$ cat src/sv/lfr_pkg.sv
// Package for the length-prefixed frame receiver.
// Holds widths, codes, the item and stage structs and reset constants; no dependencies.
`timescale 1ns / 1ps
`default_nettype none

package lfr_pkg;

  localparam int LFR_MAX_FRAME = 256;
  localparam int BYTE_W        = 8;
  localparam int IDX_W         = 8;
  localparam int TICK_W        = 16;
  localparam int STATUS_W      = 3;

  localparam logic [IDX_W-1:0]  HDR_LAST      = 8'd3;
  localparam logic [TICK_W-1:0] TIMEOUT_RESET = 16'd1000;

  typedef enum logic {
    REQ_BYTE = 1'b0,
    REQ_TICK = 1'b1
  } req_t;

  typedef enum logic [STATUS_W-1:0] {
    ST_PROGRESS = 3'd0,
    ST_OK       = 3'd1,
    ST_ABANDON  = 3'd2,
    ST_FRAMING  = 3'd3,
    ST_CHECKSUM = 3'd4,
    ST_SIZE     = 3'd5
  } status_t;

  typedef struct packed {
    req_t              req_type;
    logic [BYTE_W-1:0] rx_byte;
  } item_t;

  typedef struct packed {
    logic  valid;
    item_t item;
  } stage_t;

endpackage

`default_nettype wire

$ cat src/sv/lfr_in_if.sv
// Request channel interface of the frame receiver: valid, ready and payload.
// Depends on lfr_pkg for the field widths.
`timescale 1ns / 1ps
`default_nettype none

interface lfr_in_if;
  import lfr_pkg::*;

  logic              valid;
  logic              ready;
  logic              req_type;
  logic [BYTE_W-1:0] rx_byte;

  modport source (output valid, output req_type, output rx_byte, input ready);
  modport sink (input valid, input req_type, input rx_byte, output ready);
endinterface

`default_nettype wire

$ cat src/sv/lfr_out_if.sv
// Result channel interface of the frame receiver: valid, ready and payload.
// Depends on lfr_pkg for the field widths.
`timescale 1ns / 1ps
`default_nettype none

interface lfr_out_if;
  import lfr_pkg::*;

  logic                valid;
  logic                ready;
  logic [BYTE_W-1:0]   out_byte;
  logic [IDX_W-1:0]    byte_index;
  logic                has_byte;
  logic                frame_last;
  logic [STATUS_W-1:0] frame_status;

  modport source (output valid, output out_byte, output byte_index, output has_byte,
                  output frame_last, output frame_status, input ready);
  modport sink (input valid, input out_byte, input byte_index, input has_byte,
                input frame_last, input frame_status, output ready);
endinterface

`default_nettype wire

$ cat src/sv/lfr_in_stage.sv
// Input register of the frame receiver: captures one request per cycle unless stalled.
// Depends on lfr_pkg and lfr_in_if.
`timescale 1ns / 1ps
`default_nettype none

module lfr_in_stage (
  input  wire logic            clk,
  input  wire logic            rst_n,
  lfr_in_if.sink               in_ch,
  output lfr_pkg::stage_t      s1,
  input  wire logic            s1_ready
);
  import lfr_pkg::*;

  logic  valid_r;
  item_t item_r;

  assign in_ch.ready = !valid_r || s1_ready;
  assign s1.valid    = valid_r;
  assign s1.item     = item_r;

  always_ff @(posedge clk) begin
    if (!rst_n) begin
      valid_r <= 1'b0;
    end else if (in_ch.ready) begin
      valid_r <= in_ch.valid;
    end
    if (in_ch.valid && in_ch.ready) begin
      item_r.req_type <= req_t'(in_ch.req_type);
      item_r.rx_byte  <= in_ch.rx_byte;
    end
  end

endmodule

`default_nettype wire

$ cat src/sv/lfr_step.sv
// Frame state, per-request update logic and result register of the receiver.
// Depends on lfr_pkg and lfr_out_if.
`timescale 1ns / 1ps
`default_nettype none

module lfr_step #(
  parameter int MAX_FRAME = lfr_pkg::LFR_MAX_FRAME
) (
  input  wire logic                        clk,
  input  wire logic                        rst_n,
  input  wire lfr_pkg::stage_t             s1,
  output logic                             s1_ready,
  input  wire logic [lfr_pkg::TICK_W-1:0]  timeout,
  lfr_out_if.source                        out_ch
);
  import lfr_pkg::*;

  localparam int             LEN_W   = $clog2(MAX_FRAME - 3);
  localparam logic [IDX_W:0] LEN_MAX = (IDX_W + 1)'(MAX_FRAME - 4);

  logic [IDX_W-1:0]  count_r, count_nxt;
  logic [LEN_W-1:0]  body_r, body_nxt;
  logic [BYTE_W-1:0] xor_r, xor_nxt;
  logic [TICK_W-1:0] idle_r, idle_nxt;

  logic                ovalid_r;
  logic [BYTE_W-1:0]   obyte_r, obyte_nxt;
  logic [IDX_W-1:0]    oidx_r, oidx_nxt;
  logic                ohas_r, ohas_nxt;
  logic                olast_r, olast_nxt;
  status_t             ostat_r, ostat_nxt;
  logic                res_v;

  logic                fire;
  logic [BYTE_W-1:0]   b;
  logic [IDX_W:0]      len9;
  logic [IDX_W:0]      end_idx;
  logic [TICK_W-1:0]   idle_inc;

  assign s1_ready = !ovalid_r || out_ch.ready;
  assign fire     = s1.valid && s1_ready;
  assign b        = s1.item.rx_byte;
  assign len9     = {1'b0, b} + (IDX_W + 1)'(1);
  assign end_idx  = {1'b0, HDR_LAST} + (IDX_W + 1)'(body_r);
  assign idle_inc = (idle_r == '1) ? idle_r : idle_r + TICK_W'(1);

  always_comb begin
    count_nxt = count_r;
    body_nxt  = body_r;
    xor_nxt   = xor_r;
    idle_nxt  = idle_r;
    res_v     = 1'b0;
    obyte_nxt = b;
    oidx_nxt  = count_r;
    ohas_nxt  = 1'b1;
    olast_nxt = 1'b0;
    ostat_nxt = ST_PROGRESS;
    case (s1.item.req_type)
      REQ_TICK: begin
        if (count_r != '0) begin
          if (idle_inc < timeout) begin
            idle_nxt = idle_inc;
          end else begin
            res_v     = 1'b1;
            obyte_nxt = '0;
            ohas_nxt  = 1'b0;
            olast_nxt = 1'b1;
            ostat_nxt = (count_r <= HDR_LAST) ? ST_ABANDON : ST_FRAMING;
            count_nxt = '0;
            body_nxt  = '0;
            xor_nxt   = '0;
            idle_nxt  = '0;
          end
        end
      end
      REQ_BYTE: begin
        res_v    = 1'b1;
        idle_nxt = '0;
        if (count_r <= HDR_LAST) begin
          if ((count_r == HDR_LAST) && (len9 > LEN_MAX)) begin
            olast_nxt = 1'b1;
            ostat_nxt = ST_SIZE;
            count_nxt = '0;
            body_nxt  = '0;
            xor_nxt   = '0;
          end else begin
            if (count_r == HDR_LAST) begin
              body_nxt = len9[LEN_W-1:0];
            end
            xor_nxt   = xor_r ^ b;
            count_nxt = count_r + IDX_W'(1);
          end
        end else if ({1'b0, count_r} >= end_idx) begin
          olast_nxt = 1'b1;
          ostat_nxt = (xor_r == b) ? ST_OK : ST_CHECKSUM;
          count_nxt = '0;
          body_nxt  = '0;
          xor_nxt   = '0;
        end else begin
          xor_nxt   = xor_r ^ b;
          count_nxt = count_r + IDX_W'(1);
        end
      end
      default: begin
        res_v = 1'b0;
      end
    endcase
  end

  always_ff @(posedge clk) begin
    if (!rst_n) begin
      count_r  <= '0;
      body_r   <= '0;
      xor_r    <= '0;
      idle_r   <= '0;
      ovalid_r <= 1'b0;
    end else begin
      if (fire) begin
        count_r <= count_nxt;
        body_r  <= body_nxt;
        xor_r   <= xor_nxt;
        idle_r  <= idle_nxt;
      end
      if (fire && res_v) begin
        ovalid_r <= 1'b1;
      end else if (out_ch.ready) begin
        ovalid_r <= 1'b0;
      end
    end
    if (fire && res_v) begin
      obyte_r <= obyte_nxt;
      oidx_r  <= oidx_nxt;
      ohas_r  <= ohas_nxt;
      olast_r <= olast_nxt;
      ostat_r <= ostat_nxt;
    end
  end

  assign out_ch.valid        = ovalid_r;
  assign out_ch.out_byte     = obyte_r;
  assign out_ch.byte_index   = oidx_r;
  assign out_ch.has_byte     = ohas_r;
  assign out_ch.frame_last   = olast_r;
  assign out_ch.frame_status = ostat_r;

endmodule

`default_nettype wire

$ cat src/sv/length_prefixed_frame_receiver.sv
// Top level of the length-prefixed frame receiver with XOR checksum.
// Depends on lfr_pkg, lfr_in_if, lfr_out_if, lfr_in_stage and lfr_step.
//
//   Channel  Direction  Contents
//   in_ch    sink       req_type (byte or tick), rx_byte
//   out_ch   source     out_byte, byte_index, has_byte, frame_last, frame_status
//   cfg_*    write      timeout_ticks (16 bits, no read-back)
//
// Each request passes an input register, the combinational frame logic and the
// result register, and a result is held there until out_ch takes it.
// One request is accepted every cycle while no result stalls; the rate is set by
// the single frame update. A stalled result holds the pipeline; ticks that give no
// result still wait for it. Reset is synchronous and active low; it empties the
// pipeline, clears the frame state and loads a timeout of 1000 ticks.
`timescale 1ns / 1ps
`default_nettype none

module length_prefixed_frame_receiver #(
  parameter int MAX_FRAME = lfr_pkg::LFR_MAX_FRAME
) (
  input  wire logic                        clk,
  input  wire logic                        rst_n,
  lfr_in_if.sink                           in_ch,
  lfr_out_if.source                        out_ch,
  input  wire logic                        cfg_wr_en,
  input  wire logic [lfr_pkg::TICK_W-1:0]  cfg_wr_data
);
  import lfr_pkg::*;

  logic [TICK_W-1:0] timeout_r;
  stage_t            s1;
  logic              s1_ready;

  always_ff @(posedge clk) begin
    if (!rst_n) begin
      timeout_r <= TIMEOUT_RESET;
    end else if (cfg_wr_en) begin
      timeout_r <= cfg_wr_data;
    end
  end

  lfr_in_stage u_in_stage (
    .clk      (clk),
    .rst_n    (rst_n),
    .in_ch    (in_ch),
    .s1       (s1),
    .s1_ready (s1_ready)
  );

  lfr_step #(
    .MAX_FRAME (MAX_FRAME)
  ) u_step (
    .clk      (clk),
    .rst_n    (rst_n),
    .s1       (s1),
    .s1_ready (s1_ready),
    .timeout  (timeout_r),
    .out_ch   (out_ch)
  );

`ifndef SYNTHESIS
  a_stage_holds: assert property (@(posedge clk) disable iff (!rst_n)
    s1.valid && !s1_ready |=> s1.valid && $stable(s1.item))
    else $error("Input register lost or changed a stalled request.");

  a_ready_free: assert property (@(posedge clk) disable iff (!rst_n)
    in_ch.ready |-> !s1.valid || s1_ready)
    else $error("Request taken while the input register was still occupied.");

  a_byte_result: assert property (@(posedge clk) disable iff (!rst_n)
    s1.valid && s1_ready && (s1.item.req_type == REQ_BYTE) |=>
      out_ch.valid && out_ch.has_byte)
    else $error("A received byte produced no result.");

  a_timeout_form: assert property (@(posedge clk) disable iff (!rst_n)
    out_ch.valid && !out_ch.has_byte |->
      out_ch.frame_last && (out_ch.out_byte == '0))
    else $error("Timeout result is not a zero byte ending the frame.");
`endif

endmodule

`default_nettype wire

$ cat src/flat_wrapper.sv
// flat-port wrapper written by rule: the top's interface ports become plain ports
module length_prefixed_frame_receiver_flat import lfr_pkg::*;
#(
  parameter int MAX_FRAME = lfr_pkg::LFR_MAX_FRAME
)
  (clk, rst_n, cfg_wr_en, cfg_wr_data, in_ch_valid, in_ch_req_type, in_ch_rx_byte, in_ch_ready, out_ch_valid, out_ch_out_byte, out_ch_byte_index, out_ch_has_byte, out_ch_frame_last, out_ch_frame_status, out_ch_ready);
  lfr_in_if in_ch_i ();
  lfr_out_if out_ch_i ();
  input  wire logic clk;
  input  wire logic rst_n;
  input  wire logic cfg_wr_en;
  input  wire logic [lfr_pkg::TICK_W-1:0] cfg_wr_data;
  input wire logic [$bits(in_ch_i.valid)-1:0] in_ch_valid;
  input wire logic [$bits(in_ch_i.req_type)-1:0] in_ch_req_type;
  input wire logic [$bits(in_ch_i.rx_byte)-1:0] in_ch_rx_byte;
  output wire logic [$bits(in_ch_i.ready)-1:0] in_ch_ready;
  output wire logic [$bits(out_ch_i.valid)-1:0] out_ch_valid;
  output wire logic [$bits(out_ch_i.out_byte)-1:0] out_ch_out_byte;
  output wire logic [$bits(out_ch_i.byte_index)-1:0] out_ch_byte_index;
  output wire logic [$bits(out_ch_i.has_byte)-1:0] out_ch_has_byte;
  output wire logic [$bits(out_ch_i.frame_last)-1:0] out_ch_frame_last;
  output wire logic [$bits(out_ch_i.frame_status)-1:0] out_ch_frame_status;
  input wire logic [$bits(out_ch_i.ready)-1:0] out_ch_ready;
  assign in_ch_i.valid = in_ch_valid;
  assign in_ch_i.req_type = in_ch_req_type;
  assign in_ch_i.rx_byte = in_ch_rx_byte;
  assign in_ch_ready = in_ch_i.ready;
  assign out_ch_valid = out_ch_i.valid;
  assign out_ch_out_byte = out_ch_i.out_byte;
  assign out_ch_byte_index = out_ch_i.byte_index;
  assign out_ch_has_byte = out_ch_i.has_byte;
  assign out_ch_frame_last = out_ch_i.frame_last;
  assign out_ch_frame_status = out_ch_i.frame_status;
  assign out_ch_i.ready = out_ch_ready;
  length_prefixed_frame_receiver #(.MAX_FRAME(MAX_FRAME)) u_core (.clk(clk), .rst_n(rst_n), .in_ch(in_ch_i), .out_ch(out_ch_i), .cfg_wr_en(cfg_wr_en), .cfg_wr_data(cfg_wr_data));
endmodule
$ cat config.mk
export PLATFORM = sky130hd
export DESIGN_NAME = length_prefixed_frame_receiver_flat
export DESIGN_NICKNAME = d
export VERILOG_FILES = /design/src/sv/lfr_pkg.sv /design/src/sv/lfr_in_if.sv /design/src/sv/lfr_out_if.sv /design/src/sv/lfr_in_stage.sv /design/src/sv/lfr_step.sv /design/src/sv/length_prefixed_frame_receiver.sv /design/src/flat_wrapper.sv
export SDC_FILE = /design/constraint.sdc
export NUM_CORES = 1
export LEC_CHECK = 0
export ABC_AREA = 1
export BUFFER_PORTS_ARGS = -buffer_cell sky130_fd_sc_hd__buf_2
export CAP_MARGIN = 5
export CORE_ASPECT_RATIO = 1.25
export CORE_MARGIN = 1.5
export CORE_UTILIZATION = 46
export CTS_BUF_LIST = sky130_fd_sc_hd__clkbuf_16
export DETAILED_ROUTE_END_ITERATION = 8
export GPL_TIMING_DRIVEN = 0
export PLACE_DENSITY = 0.68
export SETUP_SLACK_MARGIN = 0.1
export SLEW_MARGIN = 20
export SYNTH_ARGS = -nofsm -noshare
export SYNTH_HDL_FRONTEND = slang
export SYNTH_SLANG_ARGS = --single-unit
export TNS_END_PERCENT = 100
$ cat constraint.sdc
create_clock -name clk -period 3.5 [get_ports clk]
set_clock_uncertainty 0.15 [all_clocks]
set_input_delay 0 -clock clk [delete_from_list [all_inputs] [get_ports clk]]
set_output_delay 0 -clock clk [all_outputs]
set_load 0.1 [all_outputs]
==> summary.md <==
| Metric | Value |
|---|---|
| Status | complete, but fails checks |
| Failing checks | setup timing |
| Mean Syn Cell Area | 7.93 sq um |
| Reg-to-Reg End | u_core.u_step.out_ch.byte_index[5] |
| WHS Endpoint | u_core.timeout_r[14] |
| DR vias/cell | 5.03 |
| R2R depth | 20 |
| Dpl cells | 771 |
| Clk buf depth | 2 |
| Hold WS | 13.7 ps |
| Fin cells | 860 |
| Lkg Pwr | 2.91 nW |
| First-pass GRT wire length | 18,800 microns |
| Die Footprint | 0.0108 sq mm |
| Mapped Cells | 590 |
| Worst Hold Depth | 4 |
| Startpoint Class | register |
| # diodes | 0 |
| Simple-Gate Fraction of Synth Area | 23.8% |
| Initial antenna violation count | 0 |
| Final hold violation count | 0 |
| Share of cells above drive strength 1 | 25.2% |
| Cell Area, Synth | 0.00468 sq mm |
| Main combinational cell family by area after synthesis | simple AND/OR/NAND/NOR gates |
| Crit share post-route | 101% |
| Seq/Total Area, Yosys | 44.1% |
| WL/cell | 14.6 microns |
| CTS tree | built |
| Initial Util | 46.8% |
| HPWL after detailed placement | 7730 microns |
| Total CTS buffers | 9 |
| CTS root buf | clkbuf_16 |
| Compound-gate portion of the synthesized area | 10.0% |
| Launch point of the worst hold path | cfg_wr_en |
| Clk Latency, worst-skew pair | 340 ps |
| Setup WS post-layout | -32.8 ps |
| H-tree Lvls | 3 |
| Final #Nets | 785 |
| Slew headroom | 48.9% |
| TritonRoute pass-1 iters | 4 |
| Commonest cells after routing, fill and taps aside | nand2_1, inv_1, nor2_1 |
| HP Class | in -> reg |
| Yosys reg bits | 88 |
| Chip width | 93.2 microns |
| Commonest non-fill, non-tap cell in the layout | nand2_1 |
| Multiplexer share of the synthesized area | 0% |
| Worst VDD drop | 0.320 mV |
| RSZ-0062 raised after global routing | yes |
| Placer Congestion | 0.926 |
| Post-route ant nets | 0 |
| Fillers | 863 |
| Via count | 4,326 |
| Maxcap violations | 0 |
| Crit path capture type | register |
| Syn Nets | 649 |
| P per Cell Area | 392 mW/mm^2 |
| Cell Rows | 41 |
| Ports | 53 |
| Worst Path Required | 3420 ps |
| Post-synth cell types | 34 |
| Crit path kind | reg -> reg |
| Xor and xnor fraction of the mapped netlist area | 6.37% |
| Sink Count | 88 |
| R2R Setup Slk | -30 ps |
| Core region area | 0.0100 sq mm |
| FMAX | 0.283 GHz |
| Largest net degree at the start of global routing | 16 |
| DRC viols | 0 |
| RR Startpoint | u_core.u_step.idle_r[3] |
| Adder-cell share of the synthesized area | 7.76% |
| Pins over their slew limit | 0 |
| Worst-path clk slew | 60 ps |
| Starting DRC count in detailed routing | 153 |
| Final WL | 12,600 microns |
| Die H | 116 microns |
| Setup Total Neg Slack | -525 ps |
| Worst Path Max Fanout | 7 |
| Port bufs | 52 |
| Post-layout min period | 3530 ps |
| Worst EP arrival | 3460 ps |
| Worst slew pin tran | 767 ps |
| Final setup fails | 23 |
| Overflow after GRT | 0 |
| Vias in the first global route | 4,170 |
| Area Overhead vs Synth | 35.7% |
| Synth warn | 0 |
| All-layer global routing usage | 22.8% |
[stage by stage]
step / util, % / setup slack (ps) / power, mW / area, sq um
4_1_cts: 60.5 / 95.2 / 2.47 / 6050
6_report: 63.5 / -32.8 / 2.49 / 6350
3_3_place_gp: 51.3 / -405 / 1.40 / 5130
2_1_floorplan: - / 107 / 1.34 / 4710
3_5_place_dp: 51.3 / -474 / 1.41 / 5130
5_1_grt: 63.5 / -186 / 2.57 / 6350
[worst max-delay path: stages (launching register included)]
cell	delay (ps)
dfxtp_1	410
inv_1	140
nor2_2	140
nand2_2	100
buf_4	150
nor2_4	160
nand2_1	110
inv_1	100
nand3_1	80
nor2_1	160
xor2_1	250
ha_1	270
nand2_1	60
inv_1	40
nand3_1	130
inv_2	70
a21oi_4	180
nand3_4	130
nand2_4	120
buf_12	150
clkinvlp_4	160
[per-layer routing]
metal  vias up  wire [microns]  global-route usage, %
li1       2176               -                      -
met2        95            6930                   44.7
met5         -               0                      0
met3        27             334                   3.94
met4         0             380                   10.0
met1      2028            4930                   23.4
[cell families (layout without fill, tap and decap cells)]
kind of cell | Yosys count | after routing
adders and majority gates | 29 | 29
buffers and inverters | 92 | 233
xor gates and xnor gates | 34 | 34
and+or+nand+nor | 256 | 256
AOI/OAI and AO/OA | 91 | 91
DFF | 88 | 88
[sequential cells by signal, indices dropped and copies added (netlist names)]
signal	count
u_core.u_step.xor_r	8
u_core.u_step.out_ch.out_byte	8
u_core.u_step.out_ch.valid	1
u_core.u_in_stage.s1	9
u_core.timeout_r	16
u_core.u_in_stage.valid_r	1
u_core.u_step.out_ch.frame_last	1
u_core.u_step.out_ch.frame_status	3
u_core.u_step.idle_r	16
u_core.u_step.count_r	8
u_core.u_step.out_ch.byte_index	8
u_core.u_step.out_ch.has_byte	1
u_core.u_step.body_r	8
[where the power goes]
group	switching [mW]	leakage (nW)	internal, mW
Sequential	0.0243	0.748	1.09
Clock	0.405	0.154	0.620
Combinational	0.217	2.01	0.125
[how the worst max path moves through the flow]
stage                                       start                                 end  slack (ps)  cells after the start
after CTS                 u_core.u_step.idle_r[0]  u_core.u_step.out_ch.byte_index[5]         100                     17
after global placement    u_core.u_step.idle_r[0]  u_core.u_step.out_ch.byte_index[7]        -410                     19
after global routing      u_core.u_step.idle_r[3]            u_core.u_step.count_r[5]        -190                     22
after detailed placement  u_core.u_step.idle_r[0]  u_core.u_step.out_ch.byte_index[5]        -470                     19
after floorplan           u_core.u_step.idle_r[0]  u_core.u_step.out_ch.byte_index[0]         110                     19
final                     u_core.u_step.idle_r[3]  u_core.u_step.out_ch.byte_index[5]         -30                     20
[area by class of cell]
cell class	count	area (sq um)	share of cell area, %
Multi-Input combinational cell	410	2490	39.3
Sequential cell	88	2070	32.6
Timing Repair Buffer	122	897	14.1
Inverter	77	293	4.61
Clock buffer	9	225	3.55
Tap cell	129	161	2.54
Buffer	15	100	1.58
Clock inverter	7	88.8	1.40
Timing Repair inverter	3	22.5	0.355
[Yosys cell counts]
master | instances | area (sq um)
buf_4 | 1 | 7.51
a21oi_1 | 59 | 295
inv_1 | 71 | 267
nand2_2 | 7 | 43.8
a211oi_1 | 1 | 7.51
nand2_1 | 136 | 510
o21ai_1 | 1 | 5.00
nand4_1 | 3 | 18.8
nor2_4 | 2 | 22.5
nand3_1 | 22 | 110
xnor2_1 | 5 | 43.8
nor2_2 | 1 | 6.26
buf_6 | 3 | 33.8
dfxtp_1 | 58 | 1160
nor4b_1 | 1 | 8.76
clkbuf_1 | 9 | 33.8
nand3_4 | 1 | 17.5
a31oi_1 | 1 | 6.26
o21a_1 | 1 | 7.51
o21ai_0 | 26 | 130
nor4_1 | 5 | 31.3
nor4_2 | 1 | 12.5
xor2_1 | 29 | 254
nand3_2 | 3 | 30.0
nor3_1 | 8 | 40.0
nor2_1 | 65 | 244
inv_2 | 5 | 18.8
edfxtp_1 | 30 | 901
clkinv_1 | 1 | 3.75
ha_1 | 29 | 363
buf_2 | 2 | 10.0
a21oi_2 | 1 | 8.76
o21ai_2 | 1 | 8.76
nor3_4 | 1 | 16.3
[repair_timing]
item	4_1_cts	5_1_grt
cloned	3	2
hold endpoints to repair	27	0
setup buffers	16	12
setup endpoints to repair	70	73
hold buffers	40	0
resized for setup	17	58
pin swaps	10	24
Note: power is estimated with default switching activity, not from simulation.
